## src/design/urldec_pkg.sv

```systemverilog
`default_nettype none

package urldec_pkg;

   // width of the decoded byte counter
   localparam int LENGTH_BITS = 16;
   // compare width that holds both the counter and the 16-bit capacity
   localparam int CMP_W = (LENGTH_BITS > 16) ? LENGTH_BITS : 16;
   localparam logic [LENGTH_BITS-1:0] LEN_MAX = {LENGTH_BITS{1'b1}};
   localparam logic [CMP_W-1:0] TOTAL_MAX = CMP_W'(16'hFFFF);

   // results one input byte can cause: two held bytes, the byte, the terminator
   localparam int MAX_RESULTS = 4;
   localparam int CAPACITY_RESET = 256;

   // register indexes
   typedef enum logic {
      REG_OUT_CAPACITY = 1'b0,
      REG_UNUSED       = 1'b1
   } reg_index_type;

   // character codes
   localparam logic [7:0] CH_PLUS    = 8'h2B;
   localparam logic [7:0] CH_PERCENT = 8'h25;
   localparam logic [7:0] CH_SPACE   = 8'h20;
   localparam logic [7:0] CH_ZERO    = 8'h30;
   localparam logic [7:0] CH_NINE    = 8'h39;
   localparam logic [7:0] CH_LOWER_A = 8'h61;
   localparam logic [7:0] CH_LOWER_F = 8'h66;
   localparam logic [7:0] CH_UPPER_A = 8'h41;
   localparam logic [7:0] CH_UPPER_F = 8'h46;
   localparam logic [7:0] CASE_BIT   = 8'h20;
   localparam logic [7:0] HEX_TEN    = 8'd10;

   typedef logic [LENGTH_BITS-1:0] len_type;

   // one result
   typedef struct packed {
      logic [15:0] total_length;
      logic        is_end;
      logic        fits;
      logic [7:0]  out_byte;
   } rsp_item_type;

   // counter step for one decoded byte
   typedef struct packed {
      len_type count;
      logic    fits;
   } emit_type;

   function automatic logic is_hex(input logic [7:0] c);
      is_hex = (c inside {[CH_ZERO:CH_NINE], [CH_LOWER_A:CH_LOWER_F],
                          [CH_UPPER_A:CH_UPPER_F]});
   endfunction

   function automatic logic [3:0] hex_val(input logic [7:0] c);
      logic [7:0] v;
      if (c inside {[CH_ZERO:CH_NINE]}) begin
         v = c - CH_ZERO;
      end else begin
         v = (c | CASE_BIT) - CH_LOWER_A + HEX_TEN;
      end
      hex_val = v[3:0];
   endfunction

   // saturating count of a decoded byte and its fit against the capacity
   function automatic emit_type emit_step(input len_type cnt, input logic [15:0] cap);
      emit_type r;
      if (cnt == LEN_MAX) begin
         r.count = cnt;
         r.fits  = 1'b0;
      end else begin
         r.count = cnt + 1'b1;
         r.fits  = CMP_W'(r.count) < CMP_W'(cap);
      end
      emit_step = r;
   endfunction

endpackage

`default_nettype wire

```

## src/design/url_percent_decoder.sv

```systemverilog
`default_nettype none

// URL percent decoder. Bytes of an encoded string enter on req (tlast marks
// the final byte) and decoded bytes leave on rsp: '+' becomes a space, '%'
// with two hex digits becomes the byte they name, and anything else, a
// stray '%' included, passes unchanged. A '%' and its first digit are held
// back until the next byte decides them; at end of string every held byte
// is sent literally, then a terminator transaction (tlast high, byte 0)
// that carries the decoded length plus one, saturating. tuser flags whether
// a byte's position lies below out_capacity. Timing: a byte is held in the
// input register and its results are loaded into the output buffer once
// that buffer is empty or its last result is being taken; the block takes
// one byte per cycle while each byte gives at most one result and the
// output is not stalled. A byte that gives several results (up to four)
// holds the output buffer until its last result is taken; the next byte waits.
module url_percent_decoder
   import urldec_pkg::*;
(
   input  wire logic        clock,
   input  wire logic        reset,
   // input byte stream
   input  wire logic        req_tvalid,
   output logic             req_tready,
   input  wire logic [7:0]  req_tdata,   // [7:0] in_byte
   input  wire logic        req_tlast,   // last_byte
   // decoded stream
   output logic             rsp_tvalid,
   input  wire logic        rsp_tready,
   output logic [23:0]      rsp_tdata,   // [7:0] out_byte, [23:8] total_length
   output logic             rsp_tuser,   // fits
   output logic             rsp_tlast,   // is_end
   // register port
   input  wire logic        csr_psel,
   input  wire logic        csr_penable,
   input  wire logic        csr_pwrite,
   input  wire logic [2:0]  csr_paddr,
   input  wire logic [31:0] csr_pwdata,
   output logic [31:0]      csr_prdata,
   output logic             csr_pready
);

   typedef enum logic [1:0] {
      PH_NONE    = 2'd0,
      PH_PERCENT = 2'd1,
      PH_DIGIT   = 2'd2
   } phase_type;

   // register port
   logic [15:0] capacity_ff;
   logic        csr_write;

   assign csr_pready = 1'b1;
   assign csr_write  = csr_psel && csr_penable && csr_pwrite && csr_pready;

   always_ff @(posedge clock) begin
      if (reset) begin
         capacity_ff <= 16'(CAPACITY_RESET);
      end else if (csr_write && reg_index_type'(csr_paddr[2]) == REG_OUT_CAPACITY) begin
         capacity_ff <= csr_pwdata[15:0];
      end
   end

   always_comb begin
      case (reg_index_type'(csr_paddr[2]))
         REG_OUT_CAPACITY: csr_prdata = {16'b0, capacity_ff};
         default:          csr_prdata = '0;
      endcase
   end

   // input register
   logic       in_valid_ff;
   logic [7:0] in_byte_ff;
   logic       in_last_ff;
   logic       load;

   assign req_tready = !in_valid_ff || load;

   always_ff @(posedge clock) begin
      if (reset) begin
         in_valid_ff <= 1'b0;
      end else if (req_tready) begin
         in_valid_ff <= req_tvalid;
      end
   end

   always_ff @(posedge clock) begin
      if (req_tready && req_tvalid) begin
         in_byte_ff <= req_tdata;
         in_last_ff <= req_tlast;
      end
   end

   // decoder state
   phase_type  phase_ff, phase_in;
   logic [7:0] held_ff, held_in;
   len_type    count_ff, count_in;

   // output buffer
   rsp_item_type burst_ff [MAX_RESULTS];
   rsp_item_type burst_in [MAX_RESULTS];
   logic [2:0]   burst_cnt_ff, burst_cnt_in;
   logic         rsp_fire;

   assign rsp_fire = rsp_tvalid && rsp_tready;
   assign load     = in_valid_ff &&
                     (burst_cnt_ff == 3'd0 || (burst_cnt_ff == 3'd1 && rsp_fire));

   // decode one byte into up to three data bytes and an optional terminator
   logic [7:0] data_byte [3];
   logic [1:0] data_num;
   logic       plain_go;
   emit_type   step [3];
   len_type    run_count;

   always_comb begin
      phase_in  = phase_ff;
      held_in   = held_ff;
      data_byte = '{default: '0};
      data_num  = 2'd0;
      plain_go  = 1'b0;

      // handle held bytes first
      case (phase_ff)
         PH_NONE: begin
            plain_go = 1'b1;
         end
         PH_PERCENT: begin
            if (is_hex(in_byte_ff) && !in_last_ff) begin
               held_in  = in_byte_ff;
               phase_in = PH_DIGIT;
            end else begin
               phase_in     = PH_NONE;
               data_byte[0] = CH_PERCENT;
               data_num     = 2'd1;
               plain_go     = 1'b1;
            end
         end
         PH_DIGIT: begin
            phase_in = PH_NONE;
            held_in  = '0;
            if (is_hex(in_byte_ff)) begin
               data_byte[0] = {hex_val(held_ff), hex_val(in_byte_ff)};
               data_num     = 2'd1;
            end else begin
               data_byte[0] = CH_PERCENT;
               data_byte[1] = held_ff;
               data_num     = 2'd2;
               plain_go     = 1'b1;
            end
         end
         default: begin
            phase_in = PH_NONE;
            plain_go = 1'b1;
         end
      endcase

      // the byte itself with nothing held
      if (plain_go) begin
         if (in_byte_ff == CH_PLUS) begin
            data_byte[data_num] = CH_SPACE;
            data_num            = data_num + 2'd1;
         end else if (in_byte_ff == CH_PERCENT && !in_last_ff) begin
            phase_in = PH_PERCENT;
         end else begin
            data_byte[data_num] = in_byte_ff;
            data_num            = data_num + 2'd1;
         end
      end
   end

   // count the data bytes and build the results
   always_comb begin
      burst_in  = '{default: '0};
      run_count = count_ff;
      for (int i = 0; i < 3; i++) begin
         step[i] = emit_step(run_count, capacity_ff);
         if (2'(i) < data_num) begin
            run_count            = step[i].count;
            burst_in[i].out_byte = data_byte[i];
            burst_in[i].fits     = step[i].fits;
         end
      end

      burst_cnt_in = {1'b0, data_num};
      count_in     = run_count;

      // terminator after the data bytes
      if (in_last_ff) begin
         burst_in[data_num].is_end = 1'b1;
         burst_in[data_num].fits   = (run_count != LEN_MAX) &&
                                     (CMP_W'(run_count) < CMP_W'(capacity_ff));
         if (run_count == LEN_MAX) begin
            burst_in[data_num].total_length = 16'(run_count);
         end else if (CMP_W'(run_count) + CMP_W'(1) > TOTAL_MAX) begin
            burst_in[data_num].total_length = 16'hFFFF;
         end else begin
            burst_in[data_num].total_length = 16'(CMP_W'(run_count) + CMP_W'(1));
         end
         burst_cnt_in = burst_cnt_in + 3'd1;
         count_in     = '0;
      end
   end

   // decoder state and output buffer count
   always_ff @(posedge clock) begin
      if (reset) begin
         phase_ff     <= PH_NONE;
         held_ff      <= '0;
         count_ff     <= '0;
         burst_cnt_ff <= '0;
      end else begin
         if (load) begin
            phase_ff     <= in_last_ff ? PH_NONE : phase_in;
            held_ff      <= in_last_ff ? 8'd0 : held_in;
            count_ff     <= count_in;
            burst_cnt_ff <= burst_cnt_in;
         end else if (rsp_fire) begin
            burst_cnt_ff <= burst_cnt_ff - 3'd1;
         end
      end
   end

   // output buffer payload, shifted down as results leave
   always_ff @(posedge clock) begin
      if (load) begin
         burst_ff <= burst_in;
      end else if (rsp_fire) begin
         for (int i = 0; i < MAX_RESULTS - 1; i++) begin
            burst_ff[i] <= burst_ff[i+1];
         end
      end
   end

   assign rsp_tvalid = (burst_cnt_ff != 3'd0);
   assign rsp_tdata  = {burst_ff[0].total_length, burst_ff[0].out_byte};
   assign rsp_tuser  = burst_ff[0].fits;
   assign rsp_tlast  = burst_ff[0].is_end;

   // checks
   a_burst_bound: assert property (@(posedge clock) disable iff (reset)
      burst_cnt_ff <= 3'(MAX_RESULTS))
      else $error("output buffer count out of range");

   a_end_clears: assert property (@(posedge clock) disable iff (reset)
      load && in_last_ff |=> phase_ff == PH_NONE && count_ff == '0 && held_ff == '0)
      else $error("decoder state not cleared after end of string");

   a_held_hex: assert property (@(posedge clock) disable iff (reset)
      phase_ff == PH_DIGIT |-> is_hex(held_ff))
      else $error("held digit is not hex");

   a_data_no_total: assert property (@(posedge clock) disable iff (reset)
      rsp_tvalid && !rsp_tlast |-> rsp_tdata[23:8] == 16'd0)
      else $error("data transaction carries a length");

   a_end_form: assert property (@(posedge clock) disable iff (reset)
      rsp_tvalid && rsp_tlast |-> rsp_tdata[7:0] == 8'd0 && rsp_tdata[23:8] != 16'd0)
      else $error("malformed terminator transaction");

endmodule

`default_nettype wire

```

## config.mk

```make
export PLATFORM = sky130hd
export DESIGN_NAME = url_percent_decoder
export DESIGN_NICKNAME = d
export VERILOG_FILES = /design/src/design/urldec_pkg.sv /design/src/design/url_percent_decoder.sv
export SDC_FILE = /design/constraint.sdc
export NUM_CORES = 1
export LEC_CHECK = 0
export BUFFER_PORTS_ARGS = -buffer_cell sky130_fd_sc_hd__buf_4
export CELL_PAD_IN_SITES_DETAIL_PLACEMENT = 0
export CELL_PAD_IN_SITES_GLOBAL_PLACEMENT = 1
export CORE_MARGIN = 1
export CORE_UTILIZATION = 42
export CTS_CLUSTER_SIZE = 14
export DETAILED_ROUTE_END_ITERATION = 8
export GPL_TIMING_DRIVEN = 0
export MAX_ROUTING_LAYER = met4
export PLACE_DENSITY_LB_ADDON = 0.1
export SYNTH_ARGS = -nofsm -noshare
export SYNTH_HDL_FRONTEND = slang
export SYNTH_SLANG_ARGS = --single-unit
```

## constraint.sdc

```tcl
create_clock -name clock -period 8 [get_ports clock]
set_input_delay 0.8 -clock clock [delete_from_list [all_inputs] [get_ports clock]]
set_output_delay 0.8 -clock clock [all_outputs]
set_load 0.005 [all_outputs]
```

==> results.md <==
- EDFF count, synth: 105
- Synth Flop Type: edfxtp_1
- TritonCTS clock tree: built
- Critical Path AT: 8350 ps
- Core Area: 27900 um^2
- Total Die Area: 29200 um^2
- Hold-fix buffers, CTS: 0
- RR Startpoint: in_byte_ff[0]$_DFFE_PP_
- Antenna diodes: 0
- CP Buf/Inv Count: 8
- RePlAce Congestion: 0.918
- Status: finished with violations
- Gr ovfl total: 0
- Highest routing layer actually used: met4
- Top cell type's share of synthesized area: 26.3%
- CP max stage cell: a221oi_1
- P per Cell Area: 188 nW/um^2
- CP endpoint: rsp_tuser$_DFFE_PP_
- Via density: 5.86
- Area grow syn2layout: 30.3%
- Final critical-path setup slack: -114 ps
- Mapped Cells: 1338
- Reg-to-Reg End: rsp_tuser$_DFFE_PP_
- Power Total: 2.94 mW
- Fin cells: 1949
- FILL cells: 2589
- Cell count after placement: 1806
- Worst slack, placed: -2470 ps
- CP peak stage delay: 710 ps
- Vias in the first global route: 10500
- Max Freq: 0.123 GHz
- Routed Antenna Nets: 0
- TritonRoute pass-1 iters: 5
- Peak supply drop: 0.139 mV
- Register Area: 4070 um^2
- R2r setup slk: -110 ps
- Largest net degree at the start of global routing: 61
- DR iter-0 viols: 1074
- Register bit total from synthesis: 151
- Count leader, synth: nand2_1
- CP max FO: 10
- Leak pwr: 6.18 nW
- Clock Pin Slew Worst Setup and Hold Paths: 70 ps
- Multi-input logic area: 7980 um^2
- Initial antenna violation count: 0
- Synthesized area: 12000 um^2
- Die width: 171 um
- Synthesis Warnings: 0
- Worst setup path startpoint: in_byte_ff[0]$_DFFE_PP_
- Post-synth ARST share: 0%
- Max cap viols: 0
- RSZ-0062 raised after global routing: yes
- CTS H-Tree Depth: 4
- CTS Sinks: 151
- WL per Instance: 21.2 um
- Setup crit end kind: register
- Final setup viols: 22
- Cell count along the critical path: 38
- Top area cells in the synthesized netlist: edfxtp_1 26%, ha_1 9.0%, dfxtp_1 7.7%
- R2R cell count: 38
- Fin. Hold Viols: 0
- Least-Margin Pin Slew: 1330 ps
- Tot GR Track Use: 28.6%
- # rows: 61
- Initial Util: 42.9%
- CTS root buf: clkbuf_16
- Die Height: 171 um
- Num CTS Buffers: 17
- Period utilization: 101%
- Slew Limit Fails: 0
- Failing checks: negative setup slack
- HPWL Detailed: 29.2 mm
- First-pass GRT wire length: 61.3 mm
- Min Tclk post-route: 8110 ps
- Unique masters post-synth: 100
- Kind of cell adding the most delay to the critical path: compound AO/OA/AOI/OAI gates
- Met1 wire length: 19.1 mm
- Clock Skew: 14.8 ps
- Syn Area/Cell: 8.96 um^2
- DR WL met3: 2.60 mm
- Top post-synthesis cells by count: 145 x nand2_1, 108 x nor2_1, 105 x edfxtp_1
- Clk_lat worst skew: 440 ps
- CP required: 8240 ps
- Worst min-delay path class: register to register
- Final WL: 41.4 mm
- Sequential-to-total area share from yosys stat: 34.0%
- Via count: 11400
- Port-buffer cells: 74
- Kind of critical path: register to register
- Fraction of layout cells with a size suffix above 1: 28.5%
- Type of origin of the critical path: register
- # IOs: 112
- Post-route DRC violation count: 0
- Yosys top cell by area: edfxtp_1
- Max-slew headroom: 10.7%
- WL met2: 18.3 mm
- Final net count: 1695
- Clk buf depth: 2
- Fin Hold WS: 455 ps
[where the power goes]
group | switching [mW] | total [mW] | internal [mW]
clock | 0.373 | 0.819 | 0.446
sequential | 0.0619 | 1.21 | 1.15
combinational | 0.497 | 0.911 | 0.414
total | 0.932 | 2.94 | 2.01
[how the worst min path moves through the flow]
stage                                            start                      endpoint  slack, ps  cells past startpoint
final                     capacity_ff[10]$_SDFFE_PP0P_  capacity_ff[10]$_SDFFE_PP0P_        450                      2
after global routing       capacity_ff[9]$_SDFFE_PP0P_   capacity_ff[9]$_SDFFE_PP0P_        470                      2
after CTS                 capacity_ff[13]$_SDFFE_PP0P_  capacity_ff[13]$_SDFFE_PP0P_        460                      2
after detailed placement  capacity_ff[13]$_SDFFE_PP0P_  capacity_ff[13]$_SDFFE_PP0P_        450                      2
after global placement    capacity_ff[13]$_SDFFE_PP0P_  capacity_ff[13]$_SDFFE_PP0P_        440                      2
after floorplan           capacity_ff[10]$_SDFFE_PP0P_  capacity_ff[10]$_SDFFE_PP0P_        440                      2
[cell usage in the layout (no fill, tap or decap), drive strengths merged, types with 18 or more instances in the layout]
cell type,count
buf,264
nand3,33
nand2,147
nand4,28
inv,57
o21ai,46
clkbuf,62
a22oi,33
and2,26
dfxtp,46
a31oi,18
a211oi,22
nor3,36
xnor2,44
a22o,19
a21oi,78
mux2i,19
xor2,22
ha,86
nand2b,20
edfxtp,105
nor2,109
[what timing repair did]
action	in CTS	in global routing
cloned	0	1
buffers inserted	55	58
pin swaps	29	53
endpoints found under the setup margin	82	68
gates resized for setup	70	99
hold endpoints to repair	0	0
[metal layers]
| metal | vias up | global-route usage, % |
|---|---|---|
| li1 | 5360 | - |
| met1 | 5480 | 39.8 |
| met2 | 490 | 42.2 |
| met3 | 92 | 3.59 |
| met4 | 0 | 11.0 |
| met5 | - | - |
[cells by family after synthesis]
family          Yosys count  share of synthesized area, %
mux                      30                          2.68
flops                   151                          34.0
buf+inv                 170                          7.03
simple gates            481                          21.0
other cells               2                        0.0626
compound gates          352                          21.3
fa+ha+maj                86                          8.97
xor+xnor                 66                          4.95
[worst reg2reg max path: cells and delay by family, from the launching register on]
| family | cells | cell delay (ps) |
|---|---|---|
| AOI/OAI and AO/OA | 11 | 2530 |
| xor gates and xnor gates | 1 | 210 |
| adders and majority gates | 4 | 890 |
| buffers and inverters | 8 | 1350 |
| DFF | 1 | 480 |
| muxes | 2 | 510 |
| and+or+nand+nor | 12 | 1960 |
[flip-flops by register name (all words and copies together), names as in the netlist]
name,count
burst_cnt_ff,3
burst_ff,70
capacity_ff,16
count_ff,16
held_ff,8
in_byte_ff,8
in_last_ff,1
in_valid_ff,1
phase_ff,2
rsp_tdata,24
rsp_tlast,1
rsp_tuser,1
[cell type report]
type / count / share of cell area [%]
Buffer: 118 / 4.80
Clock buffer: 18 / 2.75
Clock inverter: 14 / 1.00
Inverter: 48 / 1.36
Multi-Input combinational cell: 1032 / 51.0
Sequential cell: 151 / 26.1
Tap cell: 378 / 3.03
Timing Repair Buffer: 190 / 9.96
[stage by stage]
step / area [um^2] / util [%] / TNS, ps
after floorplan: 12300 / - / -12.1
after global placement: 13300 / 47.6 / -113280
after detailed placement: 13300 / 47.7 / -113060
after CTS: 14700 / 52.5 / 0
after global routing: 15600 / 56.0 / -11710
final: 15600 / 56.0 / -826
(Power assumes the default switching activity.)
